[src/rtl/mbe_pkg.sv]
// Package for the Mandelbrot escape-time engine: payload types, register
// indexes, fixed-point constants and saturation helpers.
// No dependencies.
`default_nettype none

package mbe_pkg;

    // Field widths and fixed-point format
    localparam int PIXEL_BITS = 12;
    localparam int FRAC_BITS  = 28;
    localparam int COUNT_BITS = 16;
    localparam int VAL_BITS   = 32;               // Q4.28 value width
    localparam int WIDE_BITS  = 2 * VAL_BITS;     // full product width

    // Configuration port
    localparam int CFG_IDX_BITS  = 3;
    localparam int CFG_DATA_BITS = VAL_BITS;

    localparam logic [CFG_IDX_BITS-1:0] REG_ORIGIN_RE = 3'd0;
    localparam logic [CFG_IDX_BITS-1:0] REG_ORIGIN_IM = 3'd1;
    localparam logic [CFG_IDX_BITS-1:0] REG_STEP_RE   = 3'd2;
    localparam logic [CFG_IDX_BITS-1:0] REG_STEP_IM   = 3'd3;
    localparam logic [CFG_IDX_BITS-1:0] REG_MAX_ITER  = 3'd4;

    // Reset values of the registers
    localparam logic signed [VAL_BITS-1:0] RST_ORIGIN_RE = -32'sd536870912;
    localparam logic signed [VAL_BITS-1:0] RST_ORIGIN_IM = -32'sd268435456;
    localparam logic signed [VAL_BITS-1:0] RST_STEP_RE   = 32'sd629146;
    localparam logic signed [VAL_BITS-1:0] RST_STEP_IM   = 32'sd745654;
    localparam logic [COUNT_BITS-1:0]      RST_MAX_ITER  = COUNT_BITS'(128);

    // Rounding offsets: real part drops FRAC_BITS, imaginary part (2*zr*zi)
    // drops FRAC_BITS-1
    localparam logic signed [WIDE_BITS-1:0] HALF_RE = 64'sd1 <<< (FRAC_BITS - 1);
    localparam logic signed [WIDE_BITS-1:0] HALF_IM = 64'sd1 <<< (FRAC_BITS - 2);

    // Escape when |z|^2 >= 4.0, which carries 2*FRAC_BITS fraction bits
    localparam int                  ESC_SHIFT = 2 * FRAC_BITS + 2;
    localparam logic                ESC_EN    = (2 * FRAC_BITS < 62);
    localparam logic [WIDE_BITS-1:0] ESC_LIMIT = 64'd1 << ESC_SHIFT;

    localparam logic signed [WIDE_BITS-1:0] WIDE_MAX = (64'sd1 <<< (VAL_BITS - 1)) - 64'sd1;
    localparam logic signed [WIDE_BITS-1:0] WIDE_MIN = -(64'sd1 <<< (VAL_BITS - 1));

    // Payloads
    typedef struct packed {
        logic [PIXEL_BITS-1:0] pixel_x;
        logic [PIXEL_BITS-1:0] pixel_y;
    } t_in;

    typedef struct packed {
        logic [COUNT_BITS-1:0] iteration_count;
        logic                  escaped;
    } t_out;

    // Clamp a wide signed value to the Q4.28 range
    function automatic logic signed [VAL_BITS-1:0] sat_val(
        input logic signed [WIDE_BITS-1:0] v
    );
        logic signed [VAL_BITS-1:0] res;
        if (v > WIDE_MAX) begin
            res = WIDE_MAX[VAL_BITS-1:0];
        end else if (v < WIDE_MIN) begin
            res = WIDE_MIN[VAL_BITS-1:0];
        end else begin
            res = v[VAL_BITS-1:0];
        end
        return res;
    endfunction

    // Sign-extend a value to product width
    function automatic logic signed [WIDE_BITS-1:0] sext_val(
        input logic signed [VAL_BITS-1:0] v
    );
        return {{(WIDE_BITS - VAL_BITS){v[VAL_BITS-1]}}, v};
    endfunction

endpackage

`default_nettype wire

[src/rtl/mandelbrot_escape_time_top.sv]
// Mandelbrot escape-time engine: maps a pixel to c and iterates z = z*z + c
// on one shared multiplier under a small sequencer.
// Depends on mbe_pkg and mbe_mul.
//
//  channel   | handshake              | payload
//  ----------+------------------------+------------------------------
//  pixel in  | start, busy            | i_pixel (t_in)
//  result    | o_done (1-cycle pulse) | o_result (t_out)
//  config    | i_cfg_we               | i_cfg_idx, i_cfg_data
//
// A transaction forms c in S_CRE, S_CIM and S_CIX, then makes one pass of
// S_MRR, S_MII, S_MRI and S_UPD per iteration plus a last pass that tests
// and finishes; busy is high throughout, with the single multiplier doing
// zr*zr, zi*zi and zr*zi in turn. The result sits on o_result for the o_done
// cycle that follows; busy is low there and a new start is taken in that
// same cycle. The receiver cannot stall.
// Reset (synchronous, active low) restores the register defaults and idles
// the sequencer.
`default_nettype none

module mandelbrot_escape_time_top (
    input  wire logic                                 i_clk,
    input  wire logic                                 i_rst_n,
    input  wire logic                                 start,
    output logic                                      busy,
    input  wire mbe_pkg::t_in                         i_pixel,
    output logic                                      o_done,
    output mbe_pkg::t_out                             o_result,
    input  wire logic                                 i_cfg_we,
    input  wire logic [mbe_pkg::CFG_IDX_BITS-1:0]     i_cfg_idx,
    input  wire logic [mbe_pkg::CFG_DATA_BITS-1:0]    i_cfg_data
);
    import mbe_pkg::*;

    // Sequencer states
    localparam logic [2:0] S_IDLE = 3'd0;
    localparam logic [2:0] S_CRE  = 3'd1;  // multiply px * step_real
    localparam logic [2:0] S_CIM  = 3'd2;  // multiply py * step_imag, form cr
    localparam logic [2:0] S_CIX  = 3'd3;  // form ci
    localparam logic [2:0] S_MRR  = 3'd4;  // multiply zr * zr
    localparam logic [2:0] S_MII  = 3'd5;  // multiply zi * zi
    localparam logic [2:0] S_MRI  = 3'd6;  // multiply zr * zi, escape test
    localparam logic [2:0] S_UPD  = 3'd7;  // update z or finish

    // Configuration registers
    logic signed [VAL_BITS-1:0] r_origin_re, r_origin_im, r_step_re, r_step_im;
    logic [COUNT_BITS-1:0]      r_max;

    // Datapath and control registers
    logic [2:0]                  r_state, n_state;
    logic [PIXEL_BITS-1:0]       r_py;
    logic [PIXEL_BITS-1:0]       r_px;
    logic signed [VAL_BITS-1:0]  r_cr, r_ci, r_zr, r_zi;
    logic signed [WIDE_BITS-1:0] r_rr, r_dif;
    logic                        r_out;
    logic [COUNT_BITS-1:0]       r_cnt;
    logic                        r_done;
    t_out                        r_result;

    logic signed [VAL_BITS-1:0]  mul_a, mul_b;
    logic signed [WIDE_BITS-1:0] prod;
    logic                        accept;
    logic                        at_limit;
    logic                        finish;
    logic [WIDE_BITS-1:0]        mag;
    logic signed [WIDE_BITS-1:0] re_sum, im_sum;

    assign accept   = start && !busy;
    assign busy     = (r_state != S_IDLE);
    assign at_limit = (r_cnt >= r_max);
    assign finish   = r_out || at_limit;

    // Configuration writes; unknown indexes are ignored
    always_ff @(posedge i_clk) begin
        if (!i_rst_n) begin
            r_origin_re <= RST_ORIGIN_RE;
            r_origin_im <= RST_ORIGIN_IM;
            r_step_re   <= RST_STEP_RE;
            r_step_im   <= RST_STEP_IM;
            r_max       <= RST_MAX_ITER;
        end else if (i_cfg_we) begin
            unique case (i_cfg_idx)
                REG_ORIGIN_RE: r_origin_re <= i_cfg_data;
                REG_ORIGIN_IM: r_origin_im <= i_cfg_data;
                REG_STEP_RE:   r_step_re   <= i_cfg_data;
                REG_STEP_IM:   r_step_im   <= i_cfg_data;
                REG_MAX_ITER:  r_max       <= i_cfg_data[COUNT_BITS-1:0];
                default: begin
                end
            endcase
        end
    end

    // Operand select for the shared multiplier
    always_comb begin
        unique case (r_state)
            S_CRE: begin
                mul_a = {{(VAL_BITS - PIXEL_BITS){1'b0}}, r_px};
                mul_b = r_step_re;
            end
            S_CIM: begin
                mul_a = {{(VAL_BITS - PIXEL_BITS){1'b0}}, r_py};
                mul_b = r_step_im;
            end
            S_MRR: begin
                mul_a = r_zr;
                mul_b = r_zr;
            end
            S_MII: begin
                mul_a = r_zi;
                mul_b = r_zi;
            end
            default: begin
                mul_a = r_zr;
                mul_b = r_zi;
            end
        endcase
    end

    mbe_mul u_mul (
        .i_clk  (i_clk),
        .i_a    (mul_a),
        .i_b    (mul_b),
        .o_prod (prod)
    );

    // |z|^2 from zr*zr (r_rr) and zi*zi (product register during S_MRI)
    assign mag = WIDE_BITS'(r_rr) + WIDE_BITS'(prod);

    // Rounded new components plus c; prod holds zr*zi during S_UPD
    assign re_sum = ((r_dif + HALF_RE) >>> FRAC_BITS) + sext_val(r_cr);
    assign im_sum = ((prod + HALF_IM) >>> (FRAC_BITS - 1)) + sext_val(r_ci);

    // Next state
    always_comb begin
        n_state = r_state;
        unique case (r_state)
            S_IDLE: if (start) n_state = S_CRE;
            S_CRE:  n_state = S_CIM;
            S_CIM:  n_state = S_CIX;
            S_CIX:  n_state = S_MRR;
            S_MRR:  n_state = S_MII;
            S_MII:  n_state = S_MRI;
            S_MRI:  n_state = S_UPD;
            S_UPD:  n_state = finish ? S_IDLE : S_MRR;
            default: n_state = S_IDLE;
        endcase
    end

    // Control registers
    always_ff @(posedge i_clk) begin
        if (!i_rst_n) begin
            r_state <= S_IDLE;
            r_done  <= 1'b0;
        end else begin
            r_state <= n_state;
            r_done  <= (r_state == S_UPD) && finish;
        end
    end

    // Datapath registers
    always_ff @(posedge i_clk) begin
        if (accept) begin
            r_px  <= i_pixel.pixel_x;
            r_py  <= i_pixel.pixel_y;
            r_zr  <= '0;
            r_zi  <= '0;
            r_cnt <= '0;
        end
        unique case (r_state)
            S_CIM: r_cr <= sat_val(sext_val(r_origin_re) + prod);
            S_CIX: r_ci <= sat_val(sext_val(r_origin_im) + prod);
            S_MII: r_rr <= prod;
            S_MRI: begin
                r_dif <= r_rr - prod;
                r_out <= ESC_EN && (mag >= ESC_LIMIT);
            end
            S_UPD: begin
                if (finish) begin
                    r_result.iteration_count <= r_cnt;
                    r_result.escaped         <= !at_limit;
                end else begin
                    r_zr  <= sat_val(re_sum);
                    r_zi  <= sat_val(im_sum);
                    r_cnt <= r_cnt + COUNT_BITS'(1);
                end
            end
            default: begin
            end
        endcase
    end

    assign o_done   = r_done;
    assign o_result = r_result;

    // A result only follows the finishing update step
    a_done_after_upd: assert property (@(posedge i_clk) disable iff (!i_rst_n)
        o_done |-> $past(r_state) == S_UPD)
        else $error("result strobe without a finishing update");

    // An escaped point never reports a count at the limit
    a_escaped_below_limit: assert property (@(posedge i_clk) disable iff (!i_rst_n)
        (o_done && o_result.escaped) |-> (o_result.iteration_count < r_max))
        else $error("escaped result with count at or above the limit");

    // A point that did not escape stopped exactly at the limit
    a_inside_at_limit: assert property (@(posedge i_clk) disable iff (!i_rst_n)
        (o_done && !o_result.escaped) |-> (o_result.iteration_count == r_max))
        else $error("non-escaped result with count off the limit");

    // An accepted transaction starts forming c next cycle
    a_accept_starts: assert property (@(posedge i_clk) disable iff (!i_rst_n)
        accept |=> (r_state == S_CRE))
        else $error("accepted transaction did not start the sequencer");

endmodule

`default_nettype wire

[src/rtl/mbe_mul.sv]
// Shared 32x32 signed multiplier with a registered 64-bit product.
// Depends on mbe_pkg.
`default_nettype none

module mbe_mul (
    input  wire logic                                  i_clk,
    input  wire logic signed [mbe_pkg::VAL_BITS-1:0]   i_a,
    input  wire logic signed [mbe_pkg::VAL_BITS-1:0]   i_b,
    output logic signed [mbe_pkg::WIDE_BITS-1:0]       o_prod
);
    import mbe_pkg::*;

    logic signed [WIDE_BITS-1:0] r_prod;

    // One full-width product per cycle, registered
    always_ff @(posedge i_clk) begin
        r_prod <= i_a * i_b;
    end

    assign o_prod = r_prod;

endmodule

`default_nettype wire
[config.mk]
export PLATFORM = sky130hd
export DESIGN_NAME = mandelbrot_escape_time_top
export DESIGN_NICKNAME = d
export VERILOG_FILES = /design/src/rtl/mbe_pkg.sv /design/src/rtl/mandelbrot_escape_time_top.sv /design/src/rtl/mbe_mul.sv
export SDC_FILE = /design/constraint.sdc
export NUM_CORES = 2
export LEC_CHECK = 0
export BUFFER_PORTS_ARGS = -buffer_cell sky130_fd_sc_hd__buf_4
export CORE_MARGIN = 4
export CORE_UTILIZATION = 57
export CTS_BUF_LIST = sky130_fd_sc_hd__clkbuf_4
export DETAILED_ROUTE_END_ITERATION = 10
export PLACE_DENSITY_LB_ADDON = 0.12
export RECOVER_POWER = 50
export SKIP_LAST_GASP = 1
export SYNTH_ARGS = -nofsm -noshare
export SYNTH_HDL_FRONTEND = slang
export SYNTH_SLANG_ARGS = --single-unit
[constraint.sdc]
create_clock -name i_clk -period 19.1 [get_ports i_clk]
set_clock_uncertainty 0.15 [all_clocks]
set_input_delay 3.82 -clock i_clk [delete_from_list [all_inputs] [get_ports i_clk]]
set_output_delay 3.82 -clock i_clk [all_outputs]
set_load 0.02 [all_outputs]
## Word-level counts from Yosys, hierarchy flattened

Cells that the tools add are included.

| word-level totals | value |
|---|---|
| bits in registers | 526 |
| input port bits | 63 |
| output and inout bits | 19 |

| cells by class | value |
|---|---|
| add/sub/neg operators | 9 |
| multiply operators | 1 |
| magnitude comparators | 10 |
| equality and inequality tests | 12 |
| mux-type cells | 20 |
| reductions and logical operators | 14 |

Operator list:

| kind | number |
|---|---|
| two-way mux 32 bit | 12 |
| case mux 32 bit (3 select lines) | 2 |
| adder 32 x 64 -> 64 bit | 2 |
| greater-than comparator 64 x 32 -> 1 bit (second input constant) | 2 |
| less-than comparator 64 x 32 -> 1 bit (second input constant) | 2 |
| adder 64 x 28 -> 64 bit (second input constant) | 1 |
| adder 64 x 29 -> 64 bit (second input constant) | 1 |
| adder 64 bit | 1 |
| greater-or-equal comparator 64 x 59 -> 1 bit (second input constant) | 1 |
| multiplier 32 x 32 -> 64 bit | 1 |
| subtractor 64 bit | 1 |
| two-way mux 16 bit | 3 |
| adder 37 x 32 -> 38 bit | 1 |
| greater-than comparator 38 x 32 -> 1 bit (second input constant) | 1 |
| less-than comparator 38 x 32 -> 1 bit (second input constant) | 1 |
| adder 36 x 32 -> 37 bit | 1 |
| greater-than comparator 37 x 32 -> 1 bit (second input constant) | 1 |
| less-than comparator 37 x 32 -> 1 bit (second input constant) | 1 |
| case mux 3 bit (8 select lines) | 1 |
| adder 16 x 1 -> 16 bit (second input constant) | 1 |
| greater-or-equal comparator 16 bit | 1 |
| equality test 3 bit (second input constant) | 5 |
| equality test 3 x 2 -> 1 bit (second input constant) | 4 |
| AND reduction 2 bit | 6 |
| other kinds (8) | 13 |

## Depth between registers and ports, before layout

| logic depth | value |
|---|---|
| depth in word-level cells | 7 |
| gate-level depth with buffers | 38 |
| depth with buffers taken out | 35 |

## Hierarchy

From an unflattened synthesis, not the netlist that was laid out.

| unflattened totals | value |
|---|---|
| cell total of the unflattened synthesis | 8349 |
| area, all modules | 73312.8 um^2 |

By module, submodules not included:

| module | times used | cells each | area an instance (um^2) | seq. area each (um^2) |
|---|---|---|---|---|
| mbe_mul | 1 | 3916 | 37384.6 | 1281.2 |
| mandelbrot_escape_time_top | 1 | 4433 | 35928.2 | 10780.3 |

## Worst setup path after synthesis

Ideal clock, no wire load.

| path | value |
|---|---|
| path kind | reg2reg |
| from | reg r_state[2] |
| to | reg u_mul.r_prod[52], in the netlist u_mul.o_prod[52] |
| library setup time | 72 ps |
| arrival time | 10602 ps |
| slack | 8276 ps |
| cell stages (with the launch flop) | 32 |
| path buffers | 3 |
| period minus slack after synthesis | 10824 ps |
| cell sequence | dfxtp_1 > clkbuf_1 > inv_1 > nor2_1 > clkbuf_1 > a22oi_1 > clkbuf_1 > nor2_1 > ha_1 > inv_1 > fa_1 > fa_1 > fa_1 > inv_1 > fa_1 > fa_1 > fa_1 > fa_1 > ha_1 > a21o_1 > a211oi_1 > o21a_1 > o31ai_1 > a2111oi_0 > o31a_1 > o211ai_1 > a221o_1 > a21oi_1 > o21ai_0 > a221o_1 > a21oi_1 > xnor2_1 |

| on the way | value |
|---|---|
| longest elaborated chain between the ends | 3 |
| elaborated cells on any way between the ends | 7 |
| those cells by class | mul (1); eq/ne (4); mux (2) |

RTL lines:

| what | RTL line | source |
|---|---|---|
| from (decl) | mandelbrot_escape_time_top.sv:50 | `logic [2:0] r_state, n_state;` |
| from (signal assigned) | mandelbrot_escape_time_top.sv:156 | `r_state <= n_state;` |
| equality test 3 bit (tied with other cells) | mandelbrot_escape_time_top.sv:96 | `unique case (r_state)` |
| case mux 32 bit (3 select lines) | mandelbrot_escape_time_top.sv:96 |  |
| multiplier 32 x 32 -> 64 bit (*) | mbe_mul.sv:17 | `r_prod <= i_a * i_b;` |
| to (signal assigned) | mbe_mul.sv:17 |  |
| to (decl) | mbe_mul.sv:13 | `logic signed [WIDE_BITS-1:0] r_prod;` |

Every way passes the cells marked *; elsewhere a longest branch is shown, timed or not.
A chain may end at the register's enable or synchronous reset.

## Worst setup path in the final report

| path | value |
|---|---|
| from | reg r_state[0] |
| to | reg u_mul.r_prod[60], in the netlist u_mul.o_prod[60] |

Same word-level chain as after synthesis.

==> summary.md <==
| Metric | Value |
|---|---|
| Status | `complete, but fails checks` |
| Failing checks | `capacitance limit, slew limit` |
| Async SR Flop Fraction | `0%` |
| Cells after synthesis | `8091` |
| Synth Net Count | `9769` |
| Worst Tran Pin Value | `3.77 ns` |
| DRT Wirelength | `240 mm` |
| Core area | `122000 um^2` |
| Port Buffers | `81` |
| Row Count | `128` |
| Combinational share of power | `43.7%` |
| Synthesis Warnings | `0` |
| Final slew viol count | `489` |
| Crit-path max cell delay | `2.28 ns` |
| Clk slew on worst S/H paths | `0.07 ns` |
| CTS Hold Buffers Added | `0` |
| Worst Path Required | `19.92 ns` |
| Grt total ovfl | `0` |
| Critical Path AT | `15.61 ns` |
| CP startpoint kind | `flop` |
| DR iter-0 viols | `5582` |
| Die X | `360 um` |
| Die footprint | `130000 um^2` |
| Total Power | `4.14 mW` |
| Tcrit/Tclk final | `77.4%` |
| Final nets | `9743` |
| Post-route setup slack | `4.31 ns` |
| Final hold slack | `0.309 ns` |
| Area growth from synthesis to layout | `6.14%` |
| Share of power burned in registers | `31.8%` |
| Largest area contributor in the netlist | `fa_1` |
| Total of max-cap violations | `13` |
| Drt pass-1 iters | `6` |
| Hold Path Depth | `2` |
| Max-slew headroom | `-151%` |
| Post_cts resized | `0` |
| Io pins | `82` |
| CTS tree | `built` |
| Internal Power | `2.34 mW` |
| Peak supply drop | `0.0644 mV` |
| Synth top cells by count | `inv_1, fa_1, nand2_1` |
| Largest net degree at the start of global routing | `75` |
| DP Worst Slack | `7.21 ns` |
| Pleak | `35.2 nW` |
| Crit-path max FO | `40` |
| CTS Buf Count | `134` |
| Clk Tree Root Cell | `clkbuf_4` |
| Setup TNS | `0 ns` |
| Most frequent cell after synthesis | `inv_1` |
| EDFF count, synth | `207` |
| Synth top area share | `30.8%` |
| Routed Antenna Nets | `0` |
| Initial antenna violation count | `8` |
| CTS H-tree lvls | `4` |
| Clk sinks | `499` |
| DRC violations left | `0` |
| Switching fraction of total power | `43.3%` |
| Longest Clk Path Bufs | `3` |
| Gp weighted congestion | `0.985` |
| Max Freq | `67.6 MHz` |
| Vias | `59514` |
| Hpwl dp | `196 mm` |
| Tot GR Track Use | `37.0%` |
| Most common flop cell mapped by yosys | `dfxtp_1` |
| Die Ht | `360 um` |
| Starting density of the core | `57.7%` |
| Final setup viols | `0` |
| Minimum clock period | `14.79 ns` |
| Routed vias/inst | `6.07` |
| Hold WC Path Type | `flop to flop` |
| Net Switching | `1.79 mW` |
| Seq/Total Area, Yosys | `17.1%` |
| Worst skew pair latency | `1.08 ns` |
| Final hold violation count | `0` |
| First-pass GRT wire length | `366 mm` |
| Number of synthesized register bits | `499` |
| Synth cell types | `91` |
| Crit. End Element | `flop` |
| Drt wl/cell | `24.5 um` |
| RSZ-0062 raised after global routing | `no` |
| Mean Syn Cell Area | `8.73 um^2` |
| Slowest CP cell | `nor2_1` |
| Worst path most repeated cell | `fa_1` |
| Setup CP Type | `flop to flop` |
| Synth area leaders | `fa_1, ha_1, edfxtp_1` |
| Post-CTS setup buffers | `0` |
| Mapped cell area | `70600 um^2` |
| PD cells | `55.2 nW/um^2` |
| Clock power frac | `24.5%` |
| Share of layout cells above drive strength 1 | `6.11%` |
| Vias in the first global route | `59318` |
| FF-to-FF path depth | `31` |
[metrics by stage]
step	instance area (um^2)	utilization [%]	std cells
4_1_cts	75100	61.3	9792
3_3_place_gp	73300	59.9	9554
5_1_grt	75000	61.3	9798
2_1_floorplan	70600	-	8091
3_5_place_dp	73300	59.9	9554
6_report	75000	61.3	9801
[area by class of cell]
| type | instances | area [um^2] |
|---|---|---|
| tap | 1625 | 2030 |
| timing repair buffer | 212 | 1510 |
| clock inverter | 46 | 310 |
| antenna | 9 | 22.5 |
| fill | 10960 | 47400 |
| inverter | 1135 | 4260 |
| clock buffer | 192 | 1440 |
| multi-input combinational | 6083 | 53300 |
| sequential | 499 | 12100 |
[power groups by stage]
stage	clock (mW)	combinational [mW]	sequential (mW)
finish	1.01	1.81	1.32
global route	1.09	1.96	1.32
CTS	1.03	1.79	1.31
detailed placement	0	1.77	1.33
global placement	0	1.76	1.33
floorplan	0	1.20	1.26
[logic make-up after synthesis]
family                   count (synthesis)  synth area share, %
AND/OR/NAND/NOR                       2513                 15.4
adder cells (fa/ha/maj)               1615                 40.2
AO/OA/AOI/OAI                         1586                 14.6
buffers and inverters                 1509                 8.09
flip-flops                             499                 17.1
XOR/XNOR                               344                 4.27
multiplexers                            25                0.356
[critical path: cells and delay by family (launching register included)]
family | cells | cell delay, ns
adders and majority gates | 9 | 4.42
xor gates and xnor gates | 1 | 0.13
buffers and inverters | 6 | 2.25
AOI/OAI and AO/OA | 11 | 4.07
and+or+nand+nor | 4 | 3.35
DFF | 1 | 0.30
[state kept, by name, indices dropped and copies added, names as in the netlist, 32 cells and up]
register	cells
r_ci	32
r_cr	32
r_dif	37
r_origin_im	32
r_origin_re	32
r_rr	64
r_step_im	32
r_step_re	32
r_zi	32
r_zr	32
u_mul.o_prod	64
[per-layer routing]
layer  wire, um  track usage (%)
met1      97600             50.5
met2     106000             56.4
met3      24100             9.21
met4      12700             16.3
met5         26                0
[cells in the final DEF, fill, tap and decap left out, types with 23 or more instances in the layout]
| cell | netlist | layout |
|---|---|---|
| inv_1 | 1134 | 1133 |
| fa_1 | 1087 | 1087 |
| nand2_1 | 1033 | 1032 |
| nor2_1 | 853 | 845 |
| a21oi_1 | 529 | 529 |
| ha_1 | 528 | 528 |
| dfxtp_1 | 292 | 292 |
| xnor2_1 | 243 | 243 |
| a21o_1 | 235 | 235 |
| o21ai_0 | 216 | 216 |
| clkbuf_4 | 0 | 216 |
| edfxtp_1 | 207 | 207 |
| buf_4 | 0 | 167 |
| nand3_1 | 128 | 128 |
| xor2_1 | 101 | 101 |
| a22oi_1 | 79 | 79 |
| nand4_1 | 77 | 77 |
| nand2b_1 | 76 | 76 |
| o21bai_1 | 74 | 74 |
| nor3_1 | 67 | 67 |
| and3_1 | 54 | 54 |
| o21a_1 | 44 | 44 |
| a221o_1 | 42 | 41 |
| o22ai_1 | 39 | 39 |
| nor4_1 | 39 | 38 |
| and2_1 | 36 | 34 |
| a31oi_1 | 35 | 33 |
| or3_1 | 33 | 33 |
| a211oi_1 | 29 | 29 |
| nor2b_1 | 29 | 28 |
| o211ai_1 | 27 | 27 |
| clkinv_1 | 1 | 27 |
| mux2i_1 | 24 | 24 |
| a22o_1 | 23 | 23 |
[final timing paths]
| check | end | start | slack [ns] |
|---|---|---|---|
| worst max-delay path | u_mul.o_prod[60] | r_state[0] | 4.31 |
| worst min-delay path | r_step_im[10] | r_step_im[10] | 0.31 |
| worst max register to register | u_mul.o_prod[60] | r_state[0] | 4.31 |
| worst min register to register | r_step_im[10] | r_step_im[10] | 0.31 |
Note: power is estimated with default switching activity, not from simulation.
